<file path="src/hw/rtl/ssd_pkg.sv">
// Shared constants, register indexes and controller/datapath link types
// for the smoothed score detector. No dependencies.
`default_nettype none
package ssd_pkg;

  // Default sizing, handed to the top level as parameter defaults
  localparam int MAX_WINDOW_DEF = 64;
  localparam int SCORE_BITS_DEF = 16;

  // Fixed register field widths
  localparam int WLEN_W    = 7;
  localparam int CD_W      = 16;
  localparam int CFG_IDX_W = 2;

  // Register reset values (threshold reset is one half, derived from the score width)
  localparam int WLEN_RST     = 5;
  localparam int COOLDOWN_RST = 1000;

  // Configuration register indexes
  localparam logic [CFG_IDX_W-1:0] REG_THRESHOLD = 2'd0;
  localparam logic [CFG_IDX_W-1:0] REG_WINDOW    = 2'd1;
  localparam logic [CFG_IDX_W-1:0] REG_COOLDOWN  = 2'd2;

  // Controller to datapath
  typedef struct packed {
    logic accept_score;  // latch score, issue window read
    logic accept_tick;   // advance the tick counter
    logic update;        // update window and sum, load divider
    logic div_step;      // one quotient bit
    logic load_out;      // evaluate detection, load result item
  } ssd_cmd_t;

  // Datapath to controller
  typedef struct packed {
    logic div_last;      // current divider step is the final one
  } ssd_stat_t;

endpackage
`default_nettype wire

</file>
<file path="src/hw/rtl/ssd_if.sv">
// Valid/ready channel interfaces for input items and result items.
// Depends on ssd_pkg for the default score width.
`default_nettype none
interface ssd_in_if import ssd_pkg::*; #(
  parameter int SCORE_BITS = SCORE_BITS_DEF
);
  logic                  valid;
  logic                  ready;
  logic                  kind;
  logic [SCORE_BITS-1:0] score;

  modport source (output valid, output kind, output score, input ready);
  modport sink   (input valid, input kind, input score, output ready);
endinterface

interface ssd_out_if import ssd_pkg::*; #(
  parameter int SCORE_BITS = SCORE_BITS_DEF
);
  logic                  valid;
  logic                  ready;
  logic                  detected;
  logic [SCORE_BITS-1:0] raw_score;
  logic [SCORE_BITS-1:0] smoothed_score;

  modport source (output valid, output detected, output raw_score,
                  output smoothed_score, input ready);
  modport sink   (input valid, input detected, input raw_score,
                  input smoothed_score, output ready);
endinterface
`default_nettype wire

</file>
<file path="src/hw/rtl/ssd_ram.sv">
// Generic single-write, single-read RAM with registered read data.
// No dependencies.
`default_nettype none
module ssd_ram #(
  parameter int WIDTH = 16,
  parameter int DEPTH = 64,
  parameter int AW    = (DEPTH > 1) ? $clog2(DEPTH) : 1
) (
  input  wire logic             clk,
  input  wire logic             we,
  input  wire logic [AW-1:0]    waddr,
  input  wire logic [WIDTH-1:0] wdata,
  input  wire logic             re,
  input  wire logic [AW-1:0]    raddr,
  output      logic [WIDTH-1:0] rdata
);

  logic [WIDTH-1:0] mem [DEPTH];

  always_ff @(posedge clk) begin
    if (we) begin
      mem[waddr] <= wdata;
    end
    if (re) begin
      rdata <= mem[raddr];
    end
  end

endmodule
`default_nettype wire

</file>
<file path="src/hw/rtl/ssd_ctrl.sv">
// Controller for the smoothed score detector: sequences accept, window
// update, serial division and result hand-off. Depends on ssd_pkg.
`default_nettype none
module ssd_ctrl import ssd_pkg::*; (
  input  wire logic      clk,
  input  wire logic      rst_n,
  input  wire logic      in_valid,
  input  wire logic      in_kind,
  input  wire logic      out_ready,
  input  wire ssd_stat_t stat,
  output      logic      in_ready,
  output      logic      out_valid,
  output      ssd_cmd_t  cmd
);

  typedef enum logic [1:0] {S_IDLE, S_READ, S_DIV, S_FINISH} state_t;

  state_t state_r;
  logic   in_ready_r;
  logic   out_valid_r;
  logic   in_fire;
  logic   out_free;

  assign in_fire  = (state_r == S_IDLE) && in_valid && in_ready_r;
  assign out_free = !out_valid_r || out_ready;

  always_comb begin
    cmd              = '0;
    cmd.accept_score = in_fire && !in_kind;
    cmd.accept_tick  = in_fire && in_kind;
    cmd.update       = (state_r == S_READ);
    cmd.div_step     = (state_r == S_DIV);
    cmd.load_out     = (state_r == S_FINISH) && out_free;
  end

  always_ff @(posedge clk) begin
    if (!rst_n) begin
      state_r     <= S_IDLE;
      in_ready_r  <= 1'b1;
      out_valid_r <= 1'b0;
    end else begin
      // drop the result once taken, unless a new one replaces it
      if (out_valid_r && out_ready && !cmd.load_out) begin
        out_valid_r <= 1'b0;
      end
      case (state_r)
        S_IDLE: begin
          if (in_fire && !in_kind) begin
            state_r    <= S_READ;
            in_ready_r <= 1'b0;
          end
        end
        S_READ: begin
          state_r <= S_DIV;
        end
        S_DIV: begin
          if (stat.div_last) begin
            state_r <= S_FINISH;
          end
        end
        S_FINISH: begin
          if (out_free) begin
            out_valid_r <= 1'b1;
            in_ready_r  <= 1'b1;
            state_r     <= S_IDLE;
          end
        end
        default: begin
          state_r    <= S_IDLE;
          in_ready_r <= 1'b1;
        end
      endcase
    end
  end

  assign in_ready  = in_ready_r;
  assign out_valid = out_valid_r;

endmodule
`default_nettype wire

</file>
<file path="src/hw/rtl/ssd_dp.sv">
// Datapath: configuration registers, window store, running sum, serial
// restoring divider, tick counter and result registers.
// Depends on ssd_pkg and ssd_ram.
`default_nettype none
module ssd_dp import ssd_pkg::*; #(
  parameter int MAX_WINDOW = MAX_WINDOW_DEF,
  parameter int SCORE_BITS = SCORE_BITS_DEF,
  parameter int CFG_W      = 17
) (
  input  wire logic                  clk,
  input  wire logic                  rst_n,
  input  wire ssd_cmd_t              cmd,
  output      ssd_stat_t             stat,
  input  wire logic [SCORE_BITS-1:0] in_score,
  input  wire logic                  cfg_we,
  input  wire logic [CFG_IDX_W-1:0]  cfg_index,
  input  wire logic [CFG_W-1:0]      cfg_data,
  output      logic                  out_detected,
  output      logic [SCORE_BITS-1:0] out_raw_score,
  output      logic [SCORE_BITS-1:0] out_smoothed_score
);

  localparam int POS_W   = (MAX_WINDOW > 1) ? $clog2(MAX_WINDOW) : 1;
  localparam int LEN_W   = $clog2(MAX_WINDOW + 1);
  localparam int SUM_W   = SCORE_BITS + LEN_W;
  localparam int DCNT_W  = $clog2(SUM_W);
  localparam int THR_W   = SCORE_BITS + 1;

  localparam logic [DCNT_W-1:0] DIV_LAST = DCNT_W'(SUM_W - 1);
  localparam logic [THR_W-1:0]  THR_RST  = THR_W'(1) << (SCORE_BITS - 1);

  // Configuration
  logic [THR_W-1:0]  thresh_r;
  logic [WLEN_W-1:0] wlen_r;
  logic [CD_W-1:0]   cool_r;

  // Window state
  logic [MAX_WINDOW-1:0] valid_r;
  logic [POS_W-1:0]      wpos_r;
  logic [SUM_W-1:0]      sum_r;
  logic [CD_W-1:0]       ticks_r;

  // Per-item working registers
  logic [SCORE_BITS-1:0] score_r;
  logic [POS_W-1:0]      pos_r;
  logic [LEN_W-1:0]      len_r;
  logic [SUM_W-1:0]      quot_r;
  logic [LEN_W-1:0]      rem_r;
  logic [DCNT_W-1:0]     div_cnt_r;

  logic [LEN_W-1:0]      eff_len;
  logic [POS_W-1:0]      pos_sel;
  logic [SCORE_BITS-1:0] rd_data;
  logic [SCORE_BITS-1:0] old_score;
  logic [SUM_W-1:0]      sum_nxt;
  logic [LEN_W-1:0]      pos_inc;
  logic [POS_W-1:0]      wpos_nxt;
  logic [LEN_W:0]        trial;
  logic [LEN_W:0]        diff;
  logic                  ge;
  logic [SCORE_BITS-1:0] avg;
  logic                  det;
  logic                  wlen_wr;

  // Window length: zero acts as one, above capacity acts as capacity
  always_comb begin
    if (wlen_r == '0) begin
      eff_len = LEN_W'(1);
    end else if (32'(wlen_r) > 32'(MAX_WINDOW)) begin
      eff_len = LEN_W'(MAX_WINDOW);
    end else begin
      eff_len = LEN_W'(wlen_r);
    end
  end

  assign pos_sel = (LEN_W'(wpos_r) >= eff_len) ? '0 : wpos_r;

  ssd_ram #(
    .WIDTH (SCORE_BITS),
    .DEPTH (MAX_WINDOW),
    .AW    (POS_W)
  ) u_win (
    .clk   (clk),
    .we    (cmd.update),
    .waddr (pos_r),
    .wdata (score_r),
    .re    (cmd.accept_score),
    .raddr (pos_sel),
    .rdata (rd_data)
  );

  // Entries never written since the last clear read as zero
  assign old_score = valid_r[pos_r] ? rd_data : '0;
  assign sum_nxt   = sum_r - SUM_W'(old_score) + SUM_W'(score_r);
  assign pos_inc   = LEN_W'(pos_r) + LEN_W'(1);
  assign wpos_nxt  = (pos_inc >= len_r) ? '0 : POS_W'(pos_inc);

  // One restoring step
  assign trial = {rem_r, quot_r[SUM_W-1]};
  assign ge    = trial >= {1'b0, len_r};
  assign diff  = trial - {1'b0, len_r};

  assign avg = quot_r[SCORE_BITS-1:0];
  assign det = ({1'b0, avg} > thresh_r) && (ticks_r >= cool_r);

  assign wlen_wr       = cfg_we && (cfg_index == REG_WINDOW);
  assign stat.div_last = cmd.div_step && (div_cnt_r == DIV_LAST);

  // Configuration registers
  always_ff @(posedge clk) begin
    if (!rst_n) begin
      thresh_r <= THR_RST;
      wlen_r   <= WLEN_W'(WLEN_RST);
      cool_r   <= CD_W'(COOLDOWN_RST);
    end else if (cfg_we) begin
      case (cfg_index)
        REG_THRESHOLD: thresh_r <= cfg_data[THR_W-1:0];
        REG_WINDOW:    wlen_r   <= cfg_data[WLEN_W-1:0];
        REG_COOLDOWN:  cool_r   <= cfg_data[CD_W-1:0];
        default: begin
        end
      endcase
    end
  end

  // Window bookkeeping
  always_ff @(posedge clk) begin
    if (!rst_n || wlen_wr) begin
      valid_r <= '0;
      wpos_r  <= '0;
      sum_r   <= '0;
    end else if (cmd.update) begin
      valid_r[pos_r] <= 1'b1;
      wpos_r         <= wpos_nxt;
      sum_r          <= sum_nxt;
    end
  end

  // Tick counter, saturating at the cooldown
  always_ff @(posedge clk) begin
    if (!rst_n) begin
      ticks_r <= CD_W'(COOLDOWN_RST);
    end else if (cmd.accept_tick) begin
      if (ticks_r < cool_r) begin
        ticks_r <= ticks_r + CD_W'(1);
      end else begin
        ticks_r <= cool_r;
      end
    end else if (cmd.load_out && det) begin
      ticks_r <= '0;
    end
  end

  // Item registers and divider
  always_ff @(posedge clk) begin
    if (cmd.accept_score) begin
      score_r <= in_score;
      pos_r   <= pos_sel;
      len_r   <= eff_len;
    end
    if (cmd.update) begin
      quot_r    <= sum_nxt;
      rem_r     <= '0;
      div_cnt_r <= '0;
    end else if (cmd.div_step) begin
      quot_r    <= {quot_r[SUM_W-2:0], ge};
      rem_r     <= ge ? diff[LEN_W-1:0] : trial[LEN_W-1:0];
      div_cnt_r <= div_cnt_r + DCNT_W'(1);
    end
    if (cmd.load_out) begin
      out_detected       <= det;
      out_raw_score      <= score_r;
      out_smoothed_score <= avg;
    end
  end

endmodule
`default_nettype wire

</file>
<file path="src/hw/rtl/smoothed_score_detector.sv">
// A score item is accepted, then the window and sum are updated, the serial
// divider forms the average (one quotient bit a cycle) and the result item is
// loaded; only then is the next item taken. Tick items advance the tick counter
// and give no result. A waiting result does not block acceptance of the next
// item. Synchronous active-low reset; no clearing pass.
//
// Top level of the smoothed score detector. Depends on ssd_pkg, ssd_if,
// ssd_ctrl, ssd_dp and ssd_ram.
`default_nettype none
module smoothed_score_detector import ssd_pkg::*; #(
  parameter int MAX_WINDOW = MAX_WINDOW_DEF,
  parameter int SCORE_BITS = SCORE_BITS_DEF
) (
  input  wire logic                  clk,
  input  wire logic                  rst_n,
  ssd_in_if.sink                     in_ch,
  ssd_out_if.source                  out_ch,
  input  wire logic                  cfg_we,
  input  wire logic [CFG_IDX_W-1:0]  cfg_index,
  input  wire logic [((SCORE_BITS + 1 > CD_W) ? SCORE_BITS + 1 : CD_W)-1:0] cfg_data
);

  // Configuration data is as wide as the widest register: the threshold
  // (one bit over the score, so it can hold 1.0) or the cooldown.
  localparam int CFG_W = (SCORE_BITS + 1 > CD_W) ? SCORE_BITS + 1 : CD_W;

  ssd_cmd_t  cmd;
  ssd_stat_t stat;

  // Controller: owns the handshake flags and sequencing. The input side is
  // ready again as soon as a result has been parked in the output register,
  // so a slow consumer only stalls us once a second result is finished.
  ssd_ctrl u_ctrl (
    .clk       (clk),
    .rst_n     (rst_n),
    .in_valid  (in_ch.valid),
    .in_kind   (in_ch.kind),
    .out_ready (out_ch.ready),
    .stat      (stat),
    .in_ready  (in_ch.ready),
    .out_valid (out_ch.valid),
    .cmd       (cmd)
  );

  // Datapath: window store with per-entry valid bits (cleared at reset and
  // on a window length write), running sum, restoring divider for the
  // average, tick counter and the result registers.
  ssd_dp #(
    .MAX_WINDOW (MAX_WINDOW),
    .SCORE_BITS (SCORE_BITS),
    .CFG_W      (CFG_W)
  ) u_dp (
    .clk                (clk),
    .rst_n              (rst_n),
    .cmd                (cmd),
    .stat               (stat),
    .in_score           (in_ch.score),
    .cfg_we             (cfg_we),
    .cfg_index          (cfg_index),
    .cfg_data           (cfg_data),
    .out_detected       (out_ch.detected),
    .out_raw_score      (out_ch.raw_score),
    .out_smoothed_score (out_ch.smoothed_score)
  );

endmodule
`default_nettype wire

</file>
<file path="src/flat_wrapper.sv">
// flat-port wrapper written by rule: the top's interface ports become plain ports
module smoothed_score_detector_flat import ssd_pkg::*;
#(
  parameter int MAX_WINDOW = MAX_WINDOW_DEF,
  parameter int SCORE_BITS = SCORE_BITS_DEF
)
  (clk, rst_n, cfg_we, cfg_index, cfg_data, in_ch_valid, in_ch_kind, in_ch_score, in_ch_ready, out_ch_valid, out_ch_detected, out_ch_raw_score, out_ch_smoothed_score, out_ch_ready);
  ssd_in_if #(.SCORE_BITS(SCORE_BITS)) in_ch_i ();
  ssd_out_if #(.SCORE_BITS(SCORE_BITS)) out_ch_i ();
  input  wire logic clk;
  input  wire logic rst_n;
  input  wire logic cfg_we;
  input  wire logic [CFG_IDX_W-1:0] cfg_index;
  input  wire logic [((SCORE_BITS + 1 > CD_W) ? SCORE_BITS + 1 : CD_W)-1:0] cfg_data;
  input wire logic [$bits(in_ch_i.valid)-1:0] in_ch_valid;
  input wire logic [$bits(in_ch_i.kind)-1:0] in_ch_kind;
  input wire logic [$bits(in_ch_i.score)-1:0] in_ch_score;
  output wire logic [$bits(in_ch_i.ready)-1:0] in_ch_ready;
  output wire logic [$bits(out_ch_i.valid)-1:0] out_ch_valid;
  output wire logic [$bits(out_ch_i.detected)-1:0] out_ch_detected;
  output wire logic [$bits(out_ch_i.raw_score)-1:0] out_ch_raw_score;
  output wire logic [$bits(out_ch_i.smoothed_score)-1:0] out_ch_smoothed_score;
  input wire logic [$bits(out_ch_i.ready)-1:0] out_ch_ready;
  assign in_ch_i.valid = in_ch_valid;
  assign in_ch_i.kind = in_ch_kind;
  assign in_ch_i.score = in_ch_score;
  assign in_ch_ready = in_ch_i.ready;
  assign out_ch_valid = out_ch_i.valid;
  assign out_ch_detected = out_ch_i.detected;
  assign out_ch_raw_score = out_ch_i.raw_score;
  assign out_ch_smoothed_score = out_ch_i.smoothed_score;
  assign out_ch_i.ready = out_ch_ready;
  smoothed_score_detector #(.MAX_WINDOW(MAX_WINDOW), .SCORE_BITS(SCORE_BITS)) u_core (.clk(clk), .rst_n(rst_n), .in_ch(in_ch_i), .out_ch(out_ch_i), .cfg_we(cfg_we), .cfg_index(cfg_index), .cfg_data(cfg_data));
endmodule
</file>
<file path="config.mk">
export PLATFORM = sky130hd
export DESIGN_NAME = smoothed_score_detector_flat
export DESIGN_NICKNAME = d
export VERILOG_FILES = /design/src/hw/rtl/ssd_pkg.sv /design/src/hw/rtl/ssd_if.sv /design/src/hw/rtl/ssd_ram.sv /design/src/hw/rtl/ssd_ctrl.sv /design/src/hw/rtl/ssd_dp.sv /design/src/hw/rtl/smoothed_score_detector.sv /design/src/flat_wrapper.sv
export SDC_FILE = /design/constraint.sdc
export NUM_CORES = 2
export LEC_CHECK = 0
export ABC_AREA = 1
export BUFFER_PORTS_ARGS = -buffer_cell sky130_fd_sc_hd__buf_4
export CAP_MARGIN = 40
export CORE_MARGIN = 5
export CORE_UTILIZATION = 60
export DETAILED_ROUTE_END_ITERATION = 10
export PLACE_DENSITY_LB_ADDON = 0.25
export SLEW_MARGIN = 5
export SYNTH_ARGS = -nofsm -noshare
export SYNTH_HDL_FRONTEND = slang
export SYNTH_SLANG_ARGS = --single-unit
export TNS_END_PERCENT = 100
</file>
<file path="constraint.sdc">
create_clock -name clk -period 5.3 [get_ports clk]
set_input_delay 0 -clock clk [delete_from_list [all_inputs] [get_ports clk]]
set_output_delay 0 -clock clk [all_outputs]
set_load 0.02 [all_outputs]
</file>
== Word-level counts from Yosys, hierarchy flattened ==
Memory sizes are Yosys's and may differ from the RTL's. A register that Yosys moved wholly into a read port is not among the register bits.
Cells that the tools add are included.
W data, S select, Z words.
Word-level totals
  register bits: 250
  RAM bits: 1024
  input port bits: 41
  output and inout port bits: 35
  word-level logic and storage cells: 101
  memories kept: 1
Cells by class
  $add $sub $neg: 6
  $lt $le $gt $ge: 9
  equality and inequality tests: 9
  multiplexer cells: 27
  bitwise operators: 1
  reduce and logical (&&, ||, !) cells: 29
Memories
  u_core.u_dp.u_win.mem: words 64, width 16, rd ports 1, clocked after Yosys merged registers in 1, write ports 1, RTL line ssd_ram.sv:18  | logic [WIDTH-1:0] mem [DEPTH];
Operators by type and width (number)
  $mux W16: 4
  $or A64 B64 Y64: 1
  $mux W23: 2
  $add A23 B16 Y23: 1
  $sub A23 B16 Y23: 1
  $mux W7: 3
  $gt A16 B17 Y1: 1
  $add A16 B1 Y16 const B: 1
  $ge A16 B16 Y1: 1
  $lt A16 B16 Y1: 1
  $logic_and A1 B1 Y1: 12
  $mux W6: 2
  $mux W1: 9
  $ge A8 B7 Y1: 1
  $pmux W2 S4: 1
  $add A6 B1 Y7 const B: 1
  $ge A6 B7 Y1: 1
  $ge A7 B7 Y1: 1
  $gt A7 B7 Y1 const B: 1
  $logic_not A7 Y1: 1
  $lt A6 B7 Y1 const B: 1
  $sub A7 B7 Y7: 1
  $bmux W1 S6: 1
  $demux W1 S6: 1
  other kinds (15): 31

== Logic depth before layout (Yosys ltp) ==
  depth after elaboration: 8
  gate-level depth with buffers: 27
  gate-level depth less buffers: 25

== Hierarchy ==
Synthesis repeated with hierarchy kept, for this count alone.
Second synthesis, totals
  cell total of the unflattened synthesis: 5186
  area total of the unflattened synthesis: 55497.0 µm²
Modules (own cells, without submodules)
  ssd_ram: instances 1, cells an instance 3517, area an instance 42259.3 µm², seq. area each 31230.0 µm²
  ssd_dp: instances 1, cells an instance 1626, area an instance 12927.4 µm², seq. area each 5775.5 µm²
  ssd_ctrl: instances 1, cells an instance 43, area an instance 310.3 µm², seq. area each 80.1 µm²

== Least setup slack after synthesis ==
No wires, ideal clock.
  path kind: reg-to-reg
  start point: register u_core.u_dp.pos_r[2]
  end point: register u_core.u_dp.quot_r[16] (data pin)
  library setup time: 0.262 ns
  arrival: 3.697 ns
  data required time: 5.038 ns
  setup slack: 1.340 ns
  cell stages (with the launch flop): 28
  path buffers: 2
  clock period less this slack: 3.960 ns
  path through: edfxtp_1 > buf_2 > nand2_1 > inv_1 > nand2_1 > inv_2 > nand2_1 > o21ai_0 > a221oi_1 > nand2_1 > nand2_1 > nand2_1 > nor2_1 > buf_2 > a21boi_0 > ha_1 > inv_1 > ha_1 > inv_1 > fa_1 > o21ai_0 > inv_1 > o21bai_1 > nand3_1 > nand2_1 > a21oi_1 > o21ai_0 > nand2_1
On the way
  longest elaborated chain between the ends: 6
RTL lines
  from (decl): RTL line ssd_dp.sv:45  | logic [POS_W-1:0] pos_r;
  from (signal assigned): RTL line ssd_dp.sv:158  | pos_r <= pos_sel;
  $bmux W1 S6: RTL line ssd_dp.sv:93  | assign old_score = valid_r[pos_r] ? rd_data : '0;
  $mux W1 (implied by the code): RTL line ssd_dp.sv:93
  $mux W16: RTL line ssd_dp.sv:93
  $sub A23 B16 Y23: RTL line ssd_dp.sv:94  | assign sum_nxt = sum_r - SUM_W'(old_score) + SUM_W'(score_r);
  $add A23 B16 Y23: RTL line ssd_dp.sv:94
  $mux W23: RTL line ssd_dp.sv:161  | if (cmd.update) begin
  to (signal assigned): RTL line ssd_dp.sv:162  | quot_r <= sum_nxt;
  to (signal assigned): RTL line ssd_dp.sv:166  | quot_r <= {quot_r[SUM_W-2:0], ge};
  to (decl): RTL line ssd_dp.sv:47  | logic [SUM_W-1:0] quot_r;
Every way passes these cells. The select of a mux whose other input is x is not followed.
A chain may end at the register's enable or synchronous reset.

== Worst setup path in the final report ==
  start point: register u_core.u_dp.pos_r[0]
  end point: register u_core.u_dp.quot_r[13] (data pin)
The elaborated chain is that of the path after synthesis.

==> out/metrics.yaml <==
outcome:
  status: "finished clean"
grt:
  grt_max_degree: 186
  grt_pass1_vias: 40700
  grt_pass1_wl_um: 238000
  antenna_found_initial: 2
  overflow: 0
  grt_usage_pct: 30.0
synthesis:
  synth_nets: 5966
  synth_warnings: 0
  syn_avg_cell_area_um2: 9.96
  syn_area_um2: 58000
  yosys_most_used_dff: "edfxtp_1"
  synth-seq-cells: 1290
  synth_seq_area_share_pct: 63.9
  ys_async_sr_fraction_pct: 0
  synth_enable_flop_cells: 1125
  syn_inst: 5824
  synth.distinct_cells: 42
die:
  io_pins: 76
  die_y_um: 321
  start_util_pct: 60.3
  die_area_um2: 103000
  coreArea_um2: 96300
  row_count: 114
  die_w_um: 321
sta:
  finClkSkew_ps: 22.0
  period_share_pct: 91.6
  final_hold_viol_count: 0
  finalSetupViolations: 0
  drv_slew: 0
  max_freq_mhz: 206
  fin_crit_ps: 4850
  setup_tns_ps: 0
  rsz0062_at_grt: "no"
  postLayoutSetupSlackWorst_ps: 445
  tightest_slew_ps: 1070
  maxSlewHeadroom_pct: 28.5
worst_setup_path:
  r2r_end: "u_core.u_dp.quot_r[13]$_DFFE_PP_"
  crit_path_cell_trace: "inv_1 -> nand2_1 -> inv_1 -> nand2_1 -> o21ai_0 -> a221oi_1 -> nand2_1 -> nand2_1 -> nand2_1 -> nor2_2 -> buf_4 -> a21boi_0 -> fa_1 -> inv_1 -> ha_1 -> nand3_1 -> nand3_1 -> nand2_1 -> nand3_1 -> a21oi_2 -> o21ai_0 -> o21ai_1 -> nand2_1"
  r2r_slack_ps: 450
  worstSetupPathDepth: 23
  crit_top_cell: "nand2_1"
  worst-setup-path-type: "reg -> reg"
  end_kind: "flip-flop"
  path_max_fanout: 16
  required_ps: 5790
  worstRegToRegCells: 23
  critPathMaxStageDelay_ps: 610
  slowest_stage: "fa_1"
  cp.arrival_ps: 5340
  cp_top_family: "simple AND/OR/NAND/NOR gates"
  path_buf_inv: 4
  r2r-start: "u_core.u_dp.pos_r[0]$_DFFE_PP_"
  startpoint_type: "flip-flop"
route:
  drtIter0Drc: 4975
  drt.antenna.violating_nets: 0
  totalWireLength_um: 156000
  via_count: 42100
  via_per_inst: 5.76
  first_pass_iters: 6
  drc_errors: 0
  wl_per_cell_um: 21.3
clock_tree:
  clock_path_buffers: 3
  cts_tree: "done"
  worstSkewPairLatency_ps: 740
  clock_sinks: 1290
  clkTransAtPathRegs_ps: 60
  htreeDepth: 4
  cts-root-buf: "clkbuf_16"
  cts_buffers: 131
layout:
  area_delta_synth_final_pct: 12.1
  layout.nets: 6088
  fill_cells: 7013
  drive_gt1_share_pct: 8.41
job:
  cap_violations: 0
place:
  io_buffers: 75
  place_ws_ps: 329
  dp_hpwl_um: 89800
  place_congestion: 0.930
pwr:
  max-vdd-ir-drop_mv: 0.302
  p_leak_nw: 26.8
  p_per_area_nw_per_um2: 417
  total_power_w: 0.0271
min_path:
  hold-path-endpoint: "u_core.u_dp.cool_r[11]$_SDFFE_PN0P_"
  hold_class: "in -> reg"
  hold_path.startpoint: "cfg_we"
  hold_depth: 3
[cells in the mapped netlist, types with 2 or more instances]
master | count | share of area [%]
a21o_1 | 3 | 0.039
a22oi_1 | 7 | 0.091
nor3_1 | 21 | 0.18
inv_1 | 952 | 6.2
inv_2 | 5 | 0.032
or2_2 | 99 | 1.1
nand3b_1 | 2 | 0.026
buf_2 | 128 | 1.1
a21oi_1 | 158 | 1.4
xnor2_1 | 14 | 0.21
o21bai_1 | 4 | 0.052
xor2_1 | 12 | 0.18
a21boi_0 | 17 | 0.22
dfxtp_1 | 165 | 5.7
a211oi_1 | 3 | 0.039
fa_1 | 17 | 0.59
ha_1 | 84 | 1.8
buf_1 | 17 | 0.11
nor2_1 | 595 | 3.8
nand3_1 | 799 | 6.9
o221ai_1 | 2 | 0.030
clkbuf_1 | 151 | 0.98
a221oi_1 | 6 | 0.091
nand2_1 | 947 | 6.1
clkinv_1 | 4 | 0.026
nand4_1 | 217 | 2.3
o21ai_0 | 225 | 1.9
a31oi_1 | 2 | 0.022
edfxtp_1 | 1125 | 58
o211ai_1 | 11 | 0.14
buf_4 | 10 | 0.13
o21ai_1 | 10 | 0.086
nand3_2 | 3 | 0.052
[worst min-delay path: cells and delay by family]
family | cells | cell delay (ps)
AND/OR/NAND/NOR | 1 | 470
AO/OA/AOI/OAI | 1 | 140
buffers and inverters | 1 | 110
[worst max path at each step]
stage                                         startpoint                                to  slack, ps
after floorplan           u_core.u_dp.pos_r[2]$_DFFE_PP_  u_core.u_dp.quot_r[16]$_DFFE_PP_       1340
after global placement    u_core.u_dp.pos_r[0]$_DFFE_PP_  u_core.u_dp.quot_r[13]$_DFFE_PP_        380
after detailed placement  u_core.u_dp.pos_r[0]$_DFFE_PP_  u_core.u_dp.quot_r[13]$_DFFE_PP_        330
after CTS                 u_core.u_dp.pos_r[0]$_DFFE_PP_  u_core.u_dp.quot_r[13]$_DFFE_PP_        290
after global routing      u_core.u_dp.pos_r[2]$_DFFE_PP_  u_core.u_dp.quot_r[15]$_DFFE_PP_         30
final                     u_core.u_dp.pos_r[0]$_DFFE_PP_  u_core.u_dp.quot_r[13]$_DFFE_PP_        450
[metal layers]
metal	wire length, µm	global-route usage (%)
met5	0	0
met4	8530	14.9
met3	14300	4.84
met2	74300	49.3
met1	59100	39.1
[stage by stage]
step	std cells	hold WS (ps)	area (µm²)	util (%)
floorplan	5824	98.9	58000	-
global placement	7011	179	60300	62.6
detailed placement	7014	180	60400	62.7
CTS	7320	23.9	65000	67.6
global route	7321	119	65100	67.6
finish	7323	42.4	65100	67.6
[cells in the final DEF, fill, tap and decap left out, drive strengths merged, types with 4 or more instances in the layout]
cell,count
edfxtp,1125
inv,964
nand2,948
nand3,802
nor2,595
o21ai,235
buf,220
nand4,217
clkbuf,175
dfxtp,165
a21oi,159
or2,99
ha,84
dlygate4sd3,75
clkinv,49
nor3,21
a21boi,17
fa,17
xnor2,14
xor2,12
o211ai,11
a22oi,7
a221oi,6
o21bai,4
[report_power, final]
part | internal [W] | switching, W
Sequential | 0.0118 | 0.000327
Clock | 0.00486 | 0.00378
Combinational | 0.00185 | 0.00457
[cell type report]
| cell class | count | area [µm²] | area share [%] |
|---|---|---|---|
| Sequential cell | 1290 | 37100 | 57.0 |
| Multi-Input combinational cell | 3267 | 16100 | 24.7 |
| Inverter | 961 | 3610 | 5.55 |
| Clock buffer | 175 | 3550 | 5.45 |
| Timing Repair Buffer | 295 | 2730 | 4.19 |
| Tap cell | 1276 | 1600 | 2.45 |
| Clock inverter | 56 | 402 | 0.617 |
| Antenna cell | 3 | 7.51 | 0.0115 |
[kinds of logic (layout without fill, tap and decap cells)]
family          after synthesis  after routing  synth area share, %
buf+inv                    1267           1487                 8.54
compound gates              452            452                 4.18
other cells                   0              3                    0
xor+xnor                     26             26                0.392
simple gates               2688           2688                 20.6
fa+ha+maj                   101            101                 2.40
flops                      1290           1290                 63.9
[flip-flops by register name, indices dropped and copies added (netlist names)]
register / cells
u_core.u_dp.u_win.mem: 1024
u_core.u_dp.valid_r: 64
u_core.u_dp.quot_r: 23
u_core.u_dp.sum_r: 23
u_core.u_dp.thresh_r: 17
u_core.u_dp.cool_r: 16
u_core.u_dp.out_raw_score: 16
u_core.u_dp.out_smoothed_score: 16
u_core.u_dp.score_r: 16
u_core.u_dp.ticks_r: 16
u_core.u_dp.u_win.rdata: 16
u_core.u_dp.len_r: 7
u_core.u_dp.rem_r: 7
u_core.u_dp.wlen_r: 7
u_core.u_dp.pos_r: 6
u_core.u_dp.wpos_r: 6
u_core.u_dp.div_cnt_r: 5
u_core.u_ctrl.state_r: 2
u_core.u_ctrl.in_ready: 1
u_core.u_ctrl.out_valid: 1
u_core.u_dp.out_detected: 1
[repair_timing]
action	CTS	global route
endpoints found under the hold margin	121	0
hold buffers	75	0
resized for setup	0	4
setup buffers	0	0
endpoints found under the setup margin	0	5
Power figures use the tool's default switching activity.
